===== src/hw/rtl/go_back_n_sender_window_unit_defines.svh =====
// assertion helpers shared by the window unit modules
`ifndef GO_BACK_N_SENDER_WINDOW_UNIT_DEFINES_SVH
`define GO_BACK_N_SENDER_WINDOW_UNIT_DEFINES_SVH

// invariant that holds at every edge out of reset
`define GBN_ASSERT_ALWAYS(label, expr, msg) \
   label: assert property (@(posedge clock) disable iff (reset) (expr)) \
      else $error(msg);

// same-cycle implication
`define GBN_ASSERT_IMPLY(label, ante, cons, msg) \
   label: assert property (@(posedge clock) disable iff (reset) (ante) |-> (cons)) \
      else $error(msg);

// next-cycle implication
`define GBN_ASSERT_NEXT(label, ante, cons, msg) \
   label: assert property (@(posedge clock) disable iff (reset) (ante) |=> (cons)) \
      else $error(msg);

`endif


===== src/hw/rtl/gbn_pkg.sv =====
`timescale 1ns / 1ps
`default_nettype none

package gbn_pkg;

   localparam int DATA_BYTES   = 1024;
   localparam int WINDOW_SLOTS = 64;
   localparam int MAX_PACKETS  = 16384;

   localparam int DATA_SHIFT = $clog2(DATA_BYTES);
   localparam int SLOT_W     = $clog2(WINDOW_SLOTS);

   localparam int MODE_W     = 2;
   localparam int SIZE_W     = 24;
   localparam int PKT_W      = 14;
   localparam int CNT_W      = 15;
   localparam int LEN_W      = 11;
   localparam int SPAN_W     = 6;
   localparam int TMO_W      = 16;
   localparam int TIME_W     = 32;
   localparam int DL_W       = 33;
   localparam int OFF_W      = SIZE_W + 1;
   localparam int CSR_IDX_W  = 2;
   localparam int CSR_DATA_W = 16;

   localparam logic [SPAN_W-1:0] SPAN_RESET    = SPAN_W'(3);
   localparam logic [TMO_W-1:0]  TIMEOUT_RESET = TMO_W'(2);
   localparam logic [CNT_W-1:0]  MAX_SPAN      = CNT_W'((2 ** SPAN_W) - 1);

   localparam logic [CSR_IDX_W-1:0] REG_WINDOW_SPAN   = CSR_IDX_W'(0);
   localparam logic [CSR_IDX_W-1:0] REG_TIMEOUT_TICKS = CSR_IDX_W'(1);

   typedef enum logic [MODE_W-1:0] {
      MODE_REQUEST = 2'd0,
      MODE_ACK     = 2'd1,
      MODE_TICK    = 2'd2,
      MODE_UNUSED  = 2'd3
   } mode_type;

   typedef enum logic [2:0] {
      S_IDLE,
      S_EXEC,
      S_TICK_CHECK,
      S_SEND,
      S_DONE
   } ctrl_state_type;

   typedef enum logic [2:0] {
      CMD_NONE,
      CMD_CAPTURE,
      CMD_START,
      CMD_SLIDE,
      CMD_TICK,
      CMD_RESEND,
      CMD_SEND,
      CMD_DONE
   } dp_op_type;

   typedef struct packed {
      dp_op_type op;
      logic      last;
   } dp_cmd_type;

   typedef struct packed {
      mode_type mode;
      logic     ack_in_range;
      logic     ack_final;
      logic     ack_stale;
      logic     can_send;
      logic     more_after;
      logic     timed_out;
      logic     out_free;
   } dp_status_type;

endpackage

`default_nettype wire


===== src/hw/rtl/gbn_ifs.sv =====
`timescale 1ns / 1ps
`default_nettype none

interface gbn_req_if;
   import gbn_pkg::*;
   logic              valid;
   logic              ready;
   logic [MODE_W-1:0] mode;
   logic [SIZE_W-1:0] file_size_bytes;
   logic [PKT_W-1:0]  ack_num;

   modport source (output valid, output mode, output file_size_bytes, output ack_num,
                   input ready);
   modport sink (input valid, input mode, input file_size_bytes, input ack_num,
                 output ready);
endinterface

interface gbn_rsp_if;
   import gbn_pkg::*;
   logic             valid;
   logic             ready;
   logic [PKT_W-1:0] packet_id;
   logic [LEN_W-1:0] payload_length;
   logic             end_of_file;
   logic             transfer_done;
   logic             last;

   modport source (output valid, output packet_id, output payload_length,
                   output end_of_file, output transfer_done, output last, input ready);
   modport sink (input valid, input packet_id, input payload_length,
                 input end_of_file, input transfer_done, input last, output ready);
endinterface

interface gbn_csr_if;
   import gbn_pkg::*;
   logic                  valid;
   logic                  ready;
   logic [CSR_IDX_W-1:0]  index;
   logic [CSR_DATA_W-1:0] data;

   modport source (output valid, output index, output data, input ready);
   modport sink (input valid, input index, input data, output ready);
endinterface

`default_nettype wire


===== src/hw/rtl/gbn_ctrl.sv =====
`timescale 1ns / 1ps
`default_nettype none

`include "go_back_n_sender_window_unit_defines.svh"

module gbn_ctrl (
   input  logic                   clock,
   input  logic                   reset,
   input  logic                   req_valid,
   output logic                   req_ready,
   input  gbn_pkg::dp_status_type status,
   output gbn_pkg::dp_cmd_type    cmd
);
   import gbn_pkg::*;

   ctrl_state_type state_ff;
   ctrl_state_type state_in;

   always_ff @(posedge clock) begin
      if (reset) begin
         state_ff <= S_IDLE;
      end else begin
         state_ff <= state_in;
      end
   end

   always_comb begin
      state_in  = state_ff;
      cmd.op    = CMD_NONE;
      cmd.last  = 1'b0;
      req_ready = 1'b0;
      unique case (state_ff)
         S_IDLE: begin
            req_ready = 1'b1;
            if (req_valid) begin
               cmd.op   = CMD_CAPTURE;
               state_in = S_EXEC;
            end
         end
         S_EXEC: begin
            unique case (status.mode)
               MODE_REQUEST: begin
                  cmd.op   = CMD_START;
                  state_in = S_SEND;
               end
               MODE_ACK: begin
                  if (!status.ack_in_range) begin
                     state_in = S_IDLE;
                  end else if (status.ack_final) begin
                     state_in = S_DONE;
                  end else if (status.ack_stale) begin
                     state_in = S_IDLE;
                  end else begin
                     cmd.op   = CMD_SLIDE;
                     state_in = S_SEND;
                  end
               end
               MODE_TICK: begin
                  cmd.op   = CMD_TICK;
                  state_in = S_TICK_CHECK;
               end
               MODE_UNUSED: begin
                  state_in = S_IDLE;
               end
               default: begin
                  state_in = S_IDLE;
               end
            endcase
         end
         S_TICK_CHECK: begin
            // deadline of the base slot was read during the tick cycle
            if (status.timed_out) begin
               cmd.op   = CMD_RESEND;
               state_in = S_SEND;
            end else begin
               state_in = S_IDLE;
            end
         end
         S_SEND: begin
            if (!status.can_send) begin
               state_in = S_IDLE;
            end else if (status.out_free) begin
               cmd.op   = CMD_SEND;
               cmd.last = !status.more_after;
               if (!status.more_after) begin
                  state_in = S_IDLE;
               end
            end
         end
         S_DONE: begin
            if (status.out_free) begin
               cmd.op   = CMD_DONE;
               cmd.last = 1'b1;
               state_in = S_IDLE;
            end
         end
         default: begin
            state_in = S_IDLE;
         end
      endcase
   end

   `GBN_ASSERT_NEXT(a_last_send_ends_run, (cmd.op == CMD_SEND) && cmd.last, state_ff == S_IDLE, "send run did not end on its last transaction")
   `GBN_ASSERT_IMPLY(a_send_only_when_allowed, cmd.op == CMD_SEND, status.can_send && status.out_free, "send issued outside the window")

endmodule

`default_nettype wire


===== src/hw/rtl/gbn_dpath.sv =====
`timescale 1ns / 1ps
`default_nettype none

`include "go_back_n_sender_window_unit_defines.svh"

module gbn_dpath (
   input  logic                              clock,
   input  logic                              reset,
   input  gbn_pkg::dp_cmd_type               cmd,
   output gbn_pkg::dp_status_type            status,
   input  logic [gbn_pkg::MODE_W-1:0]        req_mode,
   input  logic [gbn_pkg::SIZE_W-1:0]        req_file_size_bytes,
   input  logic [gbn_pkg::PKT_W-1:0]         req_ack_num,
   input  logic                              csr_write,
   input  logic [gbn_pkg::CSR_IDX_W-1:0]     csr_index,
   input  logic [gbn_pkg::CSR_DATA_W-1:0]    csr_data,
   input  logic                              rsp_ready,
   output logic                              rsp_valid,
   output logic [gbn_pkg::PKT_W-1:0]         rsp_packet_id,
   output logic [gbn_pkg::LEN_W-1:0]         rsp_payload_length,
   output logic                              rsp_end_of_file,
   output logic                              rsp_transfer_done,
   output logic                              rsp_last
);
   import gbn_pkg::*;

   // latched item
   mode_type          mode_ff;
   logic [SIZE_W-1:0] size_ff;
   logic [PKT_W-1:0]  ack_ff;

   // configuration
   logic [SPAN_W-1:0] span_ff, span_in;
   logic [TMO_W-1:0]  tmo_ff, tmo_in;

   // window state
   logic [PKT_W-1:0]        base_ff, base_in;
   logic [CNT_W-1:0]        end_ff, end_in;
   logic [CNT_W-1:0]        next_ff, next_in;
   logic [CNT_W-1:0]        total_ff, total_in;
   logic [SIZE_W-1:0]       bytes_ff, bytes_in;
   logic [TIME_W-1:0]       time_ff, time_in;
   logic [WINDOW_SLOTS-1:0] slot_valid_ff, slot_valid_in;

   // deadline memory, one registered read port at the base slot
   logic [DL_W-1:0] deadline_mem [WINDOW_SLOTS];
   logic [DL_W-1:0] dl_q;
   logic            dl_valid_q;

   // output register
   logic             out_valid_ff, out_valid_in;
   logic [PKT_W-1:0] out_pkt_ff;
   logic [LEN_W-1:0] out_len_ff;
   logic             out_eof_ff;
   logic             out_done_ff;
   logic             out_last_ff;

   logic [OFF_W-1:0]  count_sum;
   logic [OFF_W-1:0]  count_wide;
   logic [CNT_W-1:0]  count_sat;
   logic [OFF_W-1:0]  offset;
   logic [OFF_W-1:0]  left;
   logic [LEN_W-1:0]  send_len;
   logic              send_eof;
   logic [TMO_W-1:0]  tmo_eff;
   logic [DL_W-1:0]   deadline_new;
   logic [CNT_W-1:0]  next_plus;
   logic [PKT_W-1:0]  slide_base;
   logic [CNT_W-1:0]  slide_next;
   logic [SLOT_W-1:0] send_slot;
   logic              emit;

   always_comb begin
      count_sum  = {1'b0, size_ff} + OFF_W'(DATA_BYTES - 1);
      count_wide = count_sum >> DATA_SHIFT;
      count_sat  = (count_wide > OFF_W'(MAX_PACKETS)) ? CNT_W'(MAX_PACKETS)
                                                      : count_wide[CNT_W-1:0];
      offset     = OFF_W'(next_ff[PKT_W-1:0]) * OFF_W'(DATA_BYTES);
      left       = (offset < {1'b0, bytes_ff}) ? ({1'b0, bytes_ff} - offset) : '0;
      send_len   = (left >= OFF_W'(DATA_BYTES)) ? LEN_W'(DATA_BYTES) : left[LEN_W-1:0];
      send_eof   = (left <= OFF_W'(DATA_BYTES));
      // a zero timeout behaves as one tick
      tmo_eff      = (tmo_ff == '0) ? TMO_W'(1) : tmo_ff;
      deadline_new = {1'b0, time_ff} + DL_W'(tmo_eff);
      next_plus    = next_ff + CNT_W'(1);
      slide_base   = ack_ff + PKT_W'(1);
      slide_next   = (next_ff < {1'b0, slide_base}) ? {1'b0, slide_base} : next_ff;
      send_slot    = next_ff[SLOT_W-1:0];
      emit         = (cmd.op == CMD_SEND) || (cmd.op == CMD_DONE);
   end

   always_comb begin
      status.mode         = mode_ff;
      status.ack_in_range = (total_ff != '0) && ({1'b0, ack_ff} < total_ff);
      status.ack_final    = ({1'b0, ack_ff} == (total_ff - CNT_W'(1)));
      status.ack_stale    = (ack_ff < base_ff);
      status.can_send     = (next_ff <= end_ff) && (next_ff < total_ff);
      status.more_after   = (next_plus <= end_ff) && (next_plus < total_ff);
      status.timed_out    = (total_ff != '0) && ({1'b0, base_ff} < total_ff) && dl_valid_q
                            && ({1'b0, time_ff} >= dl_q);
      status.out_free     = !out_valid_ff || rsp_ready;
   end

   always_comb begin
      span_in       = span_ff;
      tmo_in        = tmo_ff;
      base_in       = base_ff;
      end_in        = end_ff;
      next_in       = next_ff;
      total_in      = total_ff;
      bytes_in      = bytes_ff;
      time_in       = time_ff;
      slot_valid_in = slot_valid_ff;

      if (csr_write) begin
         unique case (csr_index)
            REG_WINDOW_SPAN:   span_in = csr_data[SPAN_W-1:0];
            REG_TIMEOUT_TICKS: tmo_in  = csr_data[TMO_W-1:0];
            default: begin
            end
         endcase
      end

      unique case (cmd.op)
         CMD_START: begin
            bytes_in      = size_ff;
            total_in      = count_sat;
            base_in       = '0;
            next_in       = '0;
            end_in        = CNT_W'(span_ff);
            slot_valid_in = '0;
         end
         CMD_SLIDE: begin
            // end moves by the same amount as the base
            end_in  = end_ff + ({1'b0, ack_ff} - {1'b0, base_ff}) + CNT_W'(1);
            base_in = slide_base;
            next_in = slide_next;
         end
         CMD_TICK: begin
            time_in = time_ff + TIME_W'(1);
         end
         CMD_RESEND: begin
            next_in = {1'b0, base_ff};
            end_in  = {1'b0, base_ff} + CNT_W'(span_ff);
         end
         CMD_SEND: begin
            next_in                  = next_plus;
            slot_valid_in[send_slot] = 1'b1;
         end
         CMD_DONE: begin
            slot_valid_in = '0;
         end
         CMD_NONE, CMD_CAPTURE: begin
         end
         default: begin
         end
      endcase

      if (emit) begin
         out_valid_in = 1'b1;
      end else if (rsp_ready) begin
         out_valid_in = 1'b0;
      end else begin
         out_valid_in = out_valid_ff;
      end
   end

   always_ff @(posedge clock) begin
      if (reset) begin
         span_ff       <= SPAN_RESET;
         tmo_ff        <= TIMEOUT_RESET;
         base_ff       <= '0;
         end_ff        <= CNT_W'(SPAN_RESET);
         next_ff       <= '0;
         total_ff      <= '0;
         bytes_ff      <= '0;
         time_ff       <= '0;
         slot_valid_ff <= '0;
         out_valid_ff  <= 1'b0;
      end else begin
         span_ff       <= span_in;
         tmo_ff        <= tmo_in;
         base_ff       <= base_in;
         end_ff        <= end_in;
         next_ff       <= next_in;
         total_ff      <= total_in;
         bytes_ff      <= bytes_in;
         time_ff       <= time_in;
         slot_valid_ff <= slot_valid_in;
         out_valid_ff  <= out_valid_in;
      end
   end

   always_ff @(posedge clock) begin
      if (cmd.op == CMD_CAPTURE) begin
         mode_ff <= mode_type'(req_mode);
         size_ff <= req_file_size_bytes;
         ack_ff  <= req_ack_num;
      end
   end

   always_ff @(posedge clock) begin
      if (cmd.op == CMD_SEND) begin
         deadline_mem[send_slot] <= deadline_new;
      end
      dl_q       <= deadline_mem[base_ff[SLOT_W-1:0]];
      dl_valid_q <= slot_valid_ff[base_ff[SLOT_W-1:0]];
   end

   always_ff @(posedge clock) begin
      if (emit) begin
         out_last_ff <= cmd.last;
         if (cmd.op == CMD_SEND) begin
            out_pkt_ff  <= next_ff[PKT_W-1:0];
            out_len_ff  <= send_len;
            out_eof_ff  <= send_eof;
            out_done_ff <= 1'b0;
         end else begin
            out_pkt_ff  <= '0;
            out_len_ff  <= '0;
            out_eof_ff  <= 1'b0;
            out_done_ff <= 1'b1;
         end
      end
   end

   assign rsp_valid          = out_valid_ff;
   assign rsp_packet_id      = out_pkt_ff;
   assign rsp_payload_length = out_len_ff;
   assign rsp_end_of_file    = out_eof_ff;
   assign rsp_transfer_done  = out_done_ff;
   assign rsp_last           = out_last_ff;

   `GBN_ASSERT_ALWAYS(a_next_not_below_base, next_ff >= {1'b0, base_ff},
                      "next to send fell below window base")
   `GBN_ASSERT_ALWAYS(a_window_span_bound, (end_ff - {1'b0, base_ff}) <= MAX_SPAN,
                      "window wider than the span register allows")
   `GBN_ASSERT_IMPLY(a_emit_into_free_slot, emit, !out_valid_ff || rsp_ready,
                     "output register overwritten before it was taken")

endmodule

`default_nettype wire


===== src/hw/rtl/go_back_n_sender_window_unit.sv =====
`timescale 1ns / 1ps
`default_nettype none

// Go-Back-N sender window. A request (mode 0) starts a transfer of
// file_size_bytes and sends packets 0 up to window_span; an ack (mode 1) slides
// the window and sends what it now admits, or yields a single transfer_done
// transaction on the last packet; a tick (mode 2) advances time and resends the
// whole window from the base when the base deadline has been reached. Items are
// handled one at a time: an accepted item is decided in the EXEC state (a tick
// goes on to TICK_CHECK, as its deadline comes from a registered memory read),
// then send commands are issued while the output register is free. Per-slot
// deadline flags clear at reset, so there is no memory clearing pass. The
// configuration port is always ready and should only be written while the unit
// is idle.
module go_back_n_sender_window_unit (
   input  logic      clock,
   input  logic      reset,
   gbn_req_if.sink   req_chan,
   gbn_rsp_if.source rsp_chan,
   gbn_csr_if.sink   csr_chan
);
   import gbn_pkg::*;

   dp_cmd_type    cmd;
   dp_status_type status;
   logic          req_ready;

   assign req_chan.ready = req_ready;
   assign csr_chan.ready = 1'b1;

   gbn_ctrl u_ctrl (
      .clock     (clock),
      .reset     (reset),
      .req_valid (req_chan.valid),
      .req_ready (req_ready),
      .status    (status),
      .cmd       (cmd)
   );

   gbn_dpath u_dpath (
      .clock               (clock),
      .reset               (reset),
      .cmd                 (cmd),
      .status              (status),
      .req_mode            (req_chan.mode),
      .req_file_size_bytes (req_chan.file_size_bytes),
      .req_ack_num         (req_chan.ack_num),
      .csr_write           (csr_chan.valid),
      .csr_index           (csr_chan.index),
      .csr_data            (csr_chan.data),
      .rsp_ready           (rsp_chan.ready),
      .rsp_valid           (rsp_chan.valid),
      .rsp_packet_id       (rsp_chan.packet_id),
      .rsp_payload_length  (rsp_chan.payload_length),
      .rsp_end_of_file     (rsp_chan.end_of_file),
      .rsp_transfer_done   (rsp_chan.transfer_done),
      .rsp_last            (rsp_chan.last)
   );

endmodule

`default_nettype wire

===== src/flat_wrapper.sv =====
// flat-port wrapper written by rule: the top's interface ports become plain ports
module go_back_n_sender_window_unit_flat import gbn_pkg::*;
  (clock, reset, req_chan_valid, req_chan_mode, req_chan_file_size_bytes, req_chan_ack_num, req_chan_ready, rsp_chan_valid, rsp_chan_packet_id, rsp_chan_payload_length, rsp_chan_end_of_file, rsp_chan_transfer_done, rsp_chan_last, rsp_chan_ready, csr_chan_valid, csr_chan_index, csr_chan_data, csr_chan_ready);
  gbn_req_if req_chan_i ();
  gbn_rsp_if rsp_chan_i ();
  gbn_csr_if csr_chan_i ();
  input  logic clock;
  input  logic reset;
  input wire logic [$bits(req_chan_i.valid)-1:0] req_chan_valid;
  input wire logic [$bits(req_chan_i.mode)-1:0] req_chan_mode;
  input wire logic [$bits(req_chan_i.file_size_bytes)-1:0] req_chan_file_size_bytes;
  input wire logic [$bits(req_chan_i.ack_num)-1:0] req_chan_ack_num;
  output wire logic [$bits(req_chan_i.ready)-1:0] req_chan_ready;
  output wire logic [$bits(rsp_chan_i.valid)-1:0] rsp_chan_valid;
  output wire logic [$bits(rsp_chan_i.packet_id)-1:0] rsp_chan_packet_id;
  output wire logic [$bits(rsp_chan_i.payload_length)-1:0] rsp_chan_payload_length;
  output wire logic [$bits(rsp_chan_i.end_of_file)-1:0] rsp_chan_end_of_file;
  output wire logic [$bits(rsp_chan_i.transfer_done)-1:0] rsp_chan_transfer_done;
  output wire logic [$bits(rsp_chan_i.last)-1:0] rsp_chan_last;
  input wire logic [$bits(rsp_chan_i.ready)-1:0] rsp_chan_ready;
  input wire logic [$bits(csr_chan_i.valid)-1:0] csr_chan_valid;
  input wire logic [$bits(csr_chan_i.index)-1:0] csr_chan_index;
  input wire logic [$bits(csr_chan_i.data)-1:0] csr_chan_data;
  output wire logic [$bits(csr_chan_i.ready)-1:0] csr_chan_ready;
  assign req_chan_i.valid = req_chan_valid;
  assign req_chan_i.mode = req_chan_mode;
  assign req_chan_i.file_size_bytes = req_chan_file_size_bytes;
  assign req_chan_i.ack_num = req_chan_ack_num;
  assign req_chan_ready = req_chan_i.ready;
  assign rsp_chan_valid = rsp_chan_i.valid;
  assign rsp_chan_packet_id = rsp_chan_i.packet_id;
  assign rsp_chan_payload_length = rsp_chan_i.payload_length;
  assign rsp_chan_end_of_file = rsp_chan_i.end_of_file;
  assign rsp_chan_transfer_done = rsp_chan_i.transfer_done;
  assign rsp_chan_last = rsp_chan_i.last;
  assign rsp_chan_i.ready = rsp_chan_ready;
  assign csr_chan_i.valid = csr_chan_valid;
  assign csr_chan_i.index = csr_chan_index;
  assign csr_chan_i.data = csr_chan_data;
  assign csr_chan_ready = csr_chan_i.ready;
  go_back_n_sender_window_unit u_core (.clock(clock), .reset(reset), .req_chan(req_chan_i), .rsp_chan(rsp_chan_i), .csr_chan(csr_chan_i));
endmodule

===== config.mk =====
export PLATFORM = sky130hd
export DESIGN_NAME = go_back_n_sender_window_unit_flat
export DESIGN_NICKNAME = d
export VERILOG_FILES = /design/src/hw/rtl/gbn_pkg.sv /design/src/hw/rtl/gbn_ifs.sv /design/src/hw/rtl/gbn_ctrl.sv /design/src/hw/rtl/gbn_dpath.sv /design/src/hw/rtl/go_back_n_sender_window_unit.sv /design/src/flat_wrapper.sv
export VERILOG_INCLUDE_DIRS = /design/src /design/src/hw/rtl
export SDC_FILE = /design/constraint.sdc
export NUM_CORES = 2
export LEC_CHECK = 0
export BUFFER_PORTS_ARGS = -buffer_cell sky130_fd_sc_hd__buf_4
export CORE_MARGIN = 4
export CORE_UTILIZATION = 32
export DETAILED_ROUTE_END_ITERATION = 6
export SLEW_MARGIN = 5
export SYNTH_ARGS = -nofsm -noshare
export SYNTH_HDL_FRONTEND = slang
export SYNTH_SLANG_ARGS = --single-unit

===== constraint.sdc =====
create_clock -name clock -period 8.75 [get_ports clock]
set_input_delay 0 -clock clock [delete_from_list [all_inputs] [get_ports clock]]
set_output_delay 0 -clock clock [all_outputs]
set_load 0.1 [all_outputs]

* Word level (Yosys, flattened, before mapping)
Memories as Yosys holds them, arrays and structs flattened. A register that Yosys moved wholly into a read port is not among the register bits. Index checks and enable logic that the tools add are counted.
Storage, ports and cells: register bits after elaboration 274, RAM bits 2112, input port bits 63, output and inout bits 31, word-level logic and storage cells 139, memories kept 1
Cells by class: $add $sub $neg 11, $lt $le $gt $ge 16, equality and inequality tests 21, mux-type cells 40, bitwise operators 2, reduce and logical (&&, ||, !) cells 27
Memories:
- u_core.u_dpath.deadline_mem | depth 64, width 33, rd ports 1, clocked after memory_dff 1, write ports 1, line gbn_dpath.sv:46 | logic [DL_W-1:0] deadline_mem [WINDOW_SLOTS];
Operators by type and width (number):
- $pmux W64 S2 | 1
- $or A64 B64 Y64 | 1
- $pmux W15 S4 | 1
- $pmux W15 S3 | 1
- $add A32 B16 Y33 | 1
- $ge A32 B33 Y1 | 1
- $add A32 B1 Y32 const B | 1
- $add A15 B1 Y15 const B | 2
- $le A15 B15 Y1 | 2
- $lt A14 B15 Y1 | 2
- $lt A15 B15 Y1 | 2
- $mux W15 | 2
- $pmux W3 S5 | 2
- $pmux W14 S2 | 1
- $add A24 B10 Y25 const B | 1
- $ge A25 B11 Y1 const B | 1
- $le A25 B11 Y1 const B | 1
- $mux W25 | 1
- $sub A24 B24 Y25 | 1
- $lt A24 B24 Y1 | 1
- $mux W3 | 8
- $logic_not A16 Y1 | 1
- $mux W16 | 1
- $add A14 B6 Y15 | 1
- 41 further kinds | 80

* Depth between registers and ports, before layout
depth after elaboration 10, gate-level depth with buffers 15, gate-level depth less buffers 15

* Hierarchy
A second synthesis with hierarchy kept.
Unflattened totals: cell total of the unflattened synthesis 5284, area, all modules 99012.5 sq um
By module, submodules not included:
- gbn_dpath | instances 1, cells an instance 5243, area an instance 98672.1 sq um, seq. area each 70187.3 sq um
- gbn_ctrl | instances 1, cells an instance 39, area an instance 329.1 sq um, seq. area each 60.1 sq um
- go_back_n_sender_window_unit | instances 1, cells an instance 2, area an instance 11.3 sq um, seq. area each 0.0 sq um

* Worst setup path before layout
OpenSTA, ideal clock, no wires.
path kind reg2reg, start register u_core.u_ctrl.state_ff[2], end register u_core.u_dpath.slot_valid_ff[28], library setup time 0.117 ns, arrival time 5.474 ns, required time 8.633 ns, setup slack 3.160 ns, cell stages (with the launch flop) 12, path buffers 3, period minus slack after synthesis 5.590 ns, cells stage by stage dfxtp_1 clkbuf_1 nor3_1 and2_1 nor3_1 and3_1 clkbuf_1 clkinv_1 or3_1 clkbuf_1 nor2_1 o21a_1
Between the ends: longest elaborated chain between the ends 5, elaborated cells on any way between the ends 12, classes of those cells eq/ne: 7; mux: 2; reduce/logical: 3
Ends and longest elaborated chain:
- start, declared | line gbn_ctrl.sv:16 | ctrl_state_type state_ff;
- start signal, assigned | line gbn_ctrl.sv:23 | state_ff <= state_in;
- $eq A3 B3 Y1, or another cell as far along | line gbn_ctrl.sv:32 | unique case (state_ff)
- $pmux W3 S5 (*) | line gbn_ctrl.sv:32
- $eq A3 B3 Y1 / $eq A3 B2 Y1 (equally long branches) | line gbn_dpath.sv:124 | unique case (cmd.op)
- $reduce_or A2 Y1 (no line)
- $pmux W64 S2 / $reduce_bool A2 Y1 (equally long branches)
- end signal, assigned | line gbn_dpath.sv:189 | slot_valid_ff <= slot_valid_in;
- end, declared | line gbn_dpath.sv:43 | logic [WINDOW_SLOTS-1:0] slot_valid_ff, slot_valid_in;
Every way passes the cells marked *; elsewhere a longest branch is shown, timed or not. A chain may end at the register's enable or synchronous reset.

* Worst setup path after layout
start register u_core.u_dpath.next_ff[0], end memory u_core.u_dpath.deadline_mem[30][31] (enable)
Between the ends: longest elaborated chain between the ends 7, elaborated cells on any way between the ends 8, classes of those cells order compare: 2; eq/ne: 1; mux: 4; reduce/logical: 1
Ends and longest elaborated chain:
- start, declared | line gbn_dpath.sv:39 | logic [CNT_W-1:0] next_ff, next_in;
- start signal, assigned | line gbn_dpath.sv:185 | next_ff <= next_in;
- $le A15 B15 Y1 / $lt A15 B15 Y1 (equally long branches) | line gbn_dpath.sv:97 | status.can_send = (next_ff <= end_ff) && (next_ff < total_ff);
- $logic_and A1 B1 Y1 | line gbn_dpath.sv:97
- $mux W4 | line gbn_ctrl.sv:80 | if (!status.can_send) begin
- $pmux W3 S5 | line gbn_ctrl.sv:32
- $eq A3 B3 Y1 | line gbn_dpath.sv:203 | if (cmd.op == CMD_SEND) begin
- $mux W1 | line gbn_dpath.sv:203
- $mux W1 (not written as such) | line gbn_dpath.sv:204 | deadline_mem[send_slot] <= deadline_new;
- end, declared | line gbn_dpath.sv:46
Parallel ways exist; a longest one is shown, timed or not.

==> reports/qor.yml <==
seq_area_frac_synth_pct: 71.0
path_cells: "clkinv_1 > ha_1 > nand3_1 > nor2_1 > a22o_1 > and3_1 > buf_4 > clkinv_1 > or3_1 > nor2_4"
dominantRegCellSynth: "edfxtp_1"
cts_max_path_buffers: 4
synthTopCellsByArea: "edfxtp_1, mux4_2, dfxtp_1"
status: "finished clean"
worstRegToRegCells: 10
rsz0062_at_grt: "false"
reg2reg_slack_ns: 3.13
layout_min_cycle_time_ns: 5.62
reg2reg_from: "u_core.u_dpath.next_ff[0]"
grt_overflow: 0
synth_top_area_cell: "edfxtp_1"
cp_max_fo: 34
synth.avg_cell_area_sq_um: 19.1
clk_latency_ns: 0.93
cp_common_cell: "clkinv_1"
routed.top_layer: "met4"
worstPathArrival_ns: 6.12
synthTopCellsByCount: "edfxtp_1, mux4_2, dfxtp_1, nand2_1, ha_1"
die_w_microns: 564
holdPathEnd: "u_core.u_dpath.tmo_ff[15]"
remaining_drc_errors: 0
worst_pin_slew_ns: 1.35
worst_setup_path_end_kind: "register"
syn-instance-count: 5177
fp.coreArea_sq_um: 307000
path_class: "reg -> reg"
clkSinkCount: 2419
postRouteAntennaNets: 0
post_cts_buffers: 0
drive_gt1_share_pct: 24.9
power_leakage_nw: 36.5
root_buffer: "clkbuf_16"
synth_top_area_share_pct: 66.2
fmax_ghz: 0.178
routed_wl_microns: 267000
grt_pass1_wl_microns: 384000
wl_met1_microns: 113000
critPathLaunchType: "register"
numCtsBuffers: 239
drt-initial-drc-count: 5415
setup_viol: 0
nFillCells: 27900
port_buffers: 92
relSlewSlack_pct: 9.53
synthesis.nets: 5458
wire_per_inst_microns: 27.2
crit_slowest_cell: "nor2_4"
dieHeight_microns: 564
htreeDepth: 4
drt_pre_antenna_iters: 6
holdPathStages: 4
syn-cell-area_sq_um: 98900
fin_skew_ns: 0.136
r2r_end: "u_core.u_dpath.deadline_mem[30][31]"
period_share_pct: 64.3
synth_edf_count: 2180
cts.clk_slew.worst_paths_ns: 0.07
grt_pass1_vias: 52700
path_delay_family: "simple AND/OR/NAND/NOR gates"
maxCapViolations: 0
crit_required_ns: 9.25
place.gp.congestion: 0.869
ir_drop_mv: 0.174
via_per_inst: 5.32
hpwlAfterDp_microns: 159000
hold_violations: 0
routed-wl-met2_microns: 128000
yosys_warnings: 0
dp_slack_ns: 3.10
layout_setup_ws_ns: 3.13
cts_tree: "done"
p_per_area_nw_per_um2: 207
slew_violations: 0
synthArstFlopShare_pct: 0
synth_cell_types: 82
cp_slowest_stage_delay_ns: 1.08
crit_start: "u_core.u_dpath.next_ff[0]"
met3_wirelength_microns: 19700
num_vias: 52300
track_usage_pct: 16.4
start_util_pct: 32.2
path_buf_inv: 3
hold_path.class: "in -> reg"
boundaryPins: 94
hold_start: "csr_chan_data[15]"
dieArea_sq_um: 318000
grt_max_degree: 156
antenna_found_initial: 15
timing.setup.tns_ns: 0
rows: 203
yosysMostFrequentCell: "edfxtp_1"
synth-seq-cells: 2419
area_delta_synth_final_pct: 16.0
fin_nets: 5796
## metal layers
| layer | vias to the layer above | global-route usage [%] |
|---|---|---|
| met1 | 28000 | 23.4 |
| met5 | - | 0 |
| met3 | 399 | 2.73 |
| met2 | 2091 | 26.5 |
| li1 | 21800 | - |
| met4 | 0 | 3.86 |
## sequential cells by signal, summed over array words and instances, names as in the netlist, 2 cells and up
| signal | cells |
|---|---|
| u_core.u_dpath.deadline_mem | 2112 |
| u_core.u_dpath.slot_valid_ff | 64 |
| u_core.u_dpath.dl_q | 33 |
| u_core.u_dpath.time_ff | 32 |
| u_core.u_dpath.bytes_ff | 24 |
| u_core.u_dpath.size_ff | 24 |
| u_core.u_dpath.tmo_ff | 16 |
| u_core.u_dpath.end_ff | 15 |
| u_core.u_dpath.next_ff | 15 |
| u_core.u_dpath.total_ff | 15 |
| u_core.u_dpath.ack_ff | 14 |
| u_core.u_dpath.base_ff | 14 |
| u_core.u_dpath.rsp_packet_id | 14 |
| u_core.u_dpath.rsp_payload_length | 11 |
| u_core.u_dpath.span_ff | 6 |
| u_core.u_ctrl.state_ff | 3 |
| u_core.u_dpath.mode_ff | 2 |
## cell type report
type | count | area [sq um] | share of cell area, %
clock buffer | 314 | 6570 | 5.72
multi-input combinational | 2332 | 27800 | 24.2
sequential | 2419 | 70300 | 61.2
timing repair buffer | 361 | 3150 | 2.75
tap | 4100 | 5130 | 4.47
clock inverter | 127 | 1210 | 1.06
antenna | 3 | 7.51 | 0.00654
inverter | 162 | 618 | 0.539
## power by group
| part | leakage [nW] | switching, mW | internal, mW | total [mW] |
|---|---|---|---|---|
| Clock | 3.80 | 4.39 | 5.86 | 10.2 |
| Sequential | 22.0 | 0.0682 | 12.5 | 12.6 |
| Combinational | 10.6 | 0.553 | 0.361 | 0.914 |
## kinds of logic after synthesis
logic type | count (synthesis) | synth area share [%]
fa+ha+maj | 218 | 2.89
mux | 712 | 16.1
other cells | 1 | 0.00379
compound gates | 517 | 3.45
xor+xnor | 135 | 1.20
simple gates | 749 | 3.67
buf+inv | 426 | 1.67
flops | 2419 | 71.0
## worst reg2reg max path: stages (launching register included)
cell,delay (ns)
dfxtp_1,0.68
clkinv_1,0.39
ha_1,0.41
nand3_1,0.09
nor2_1,0.18
a22o_1,0.21
and3_1,0.20
buf_4,0.41
clkinv_1,0.63
or3_1,0.95
nor2_4,1.11
## how the worst max path moves through the flow
| stage | end | slack [ns] | cells after the start |
|---|---|---|---|
| 2_1_floorplan | u_core.u_dpath.slot_valid_ff[28] | 3.16 | 11 |
| 3_3_place_gp | u_core.u_dpath.deadline_mem[29][31] | 3.25 | 10 |
| 3_5_place_dp | u_core.u_dpath.deadline_mem[31][29] | 3.10 | 10 |
| 4_1_cts | u_core.u_dpath.deadline_mem[31][31] | 3.17 | 10 |
| 5_1_grt | u_core.u_dpath.deadline_mem[29][5] | 2.89 | 10 |
| 6_report | u_core.u_dpath.deadline_mem[30][31] | 3.13 | 10 |
## placed cells by master, fill, tap and decap left out, types with 12 or more instances in the layout
master         Yosys  routed
a31oi_1           27      27
xor2_1            45      42
clkbuf_1         181      49
nand2b_1          22      21
clkinv_2           0      45
a221oi_1          19      19
mux4_2           702     702
a22oi_1           19      19
bufinv_16          0      20
buf_4              4     221
o211ai_1          18      18
nand2_1          220     220
a21oi_1          162     159
clkbuf_16          0     243
a311oi_1          15      15
nor2_1           196     131
nor4_1            25      25
nand4_1           37      37
nor2b_1           17      16
or3_1             16      16
dlygate4sd3_1      0     131
clkinv_1           4      40
clkinvlp_4         0      12
fa_1              17      17
o21a_1            71      71
clkbuf_8           0      22
ha_1             201     200
and2_1            20      17
a211oi_1          22      22
and3_1            30      30
o21ai_0           69      69
xnor2_1           90      65
edfxtp_1        2180    2180
nand3_1           69      69
a21o_1            23      23
xnor2_2            0      25
nor2_4             0      65
dfxtp_1          239     234
inv_1            157     155
nor3_1            45      45
## stage by stage
stage	cells	hold slack [ns]	utilization (%)	total power [mW]	instance area [sq um]
finish	9818	0.0895	37.4	23.7	115000
global route	9815	0.0846	37.4	24.5	115000
detailed placement	9243	0.180	34.4	13.7	106000
CTS	9815	0.0651	37.4	23.9	115000
floorplan	5177	0.0989	-	13.4	98900
global placement	9243	0.180	34.4	13.7	106000
## repair_timing
item                      4_1_cts  5_1_grt
hold endpoints to repair      111        0
hold buffers                  131        0
resized for setup               0        0
(Power assumes the default switching activity.)
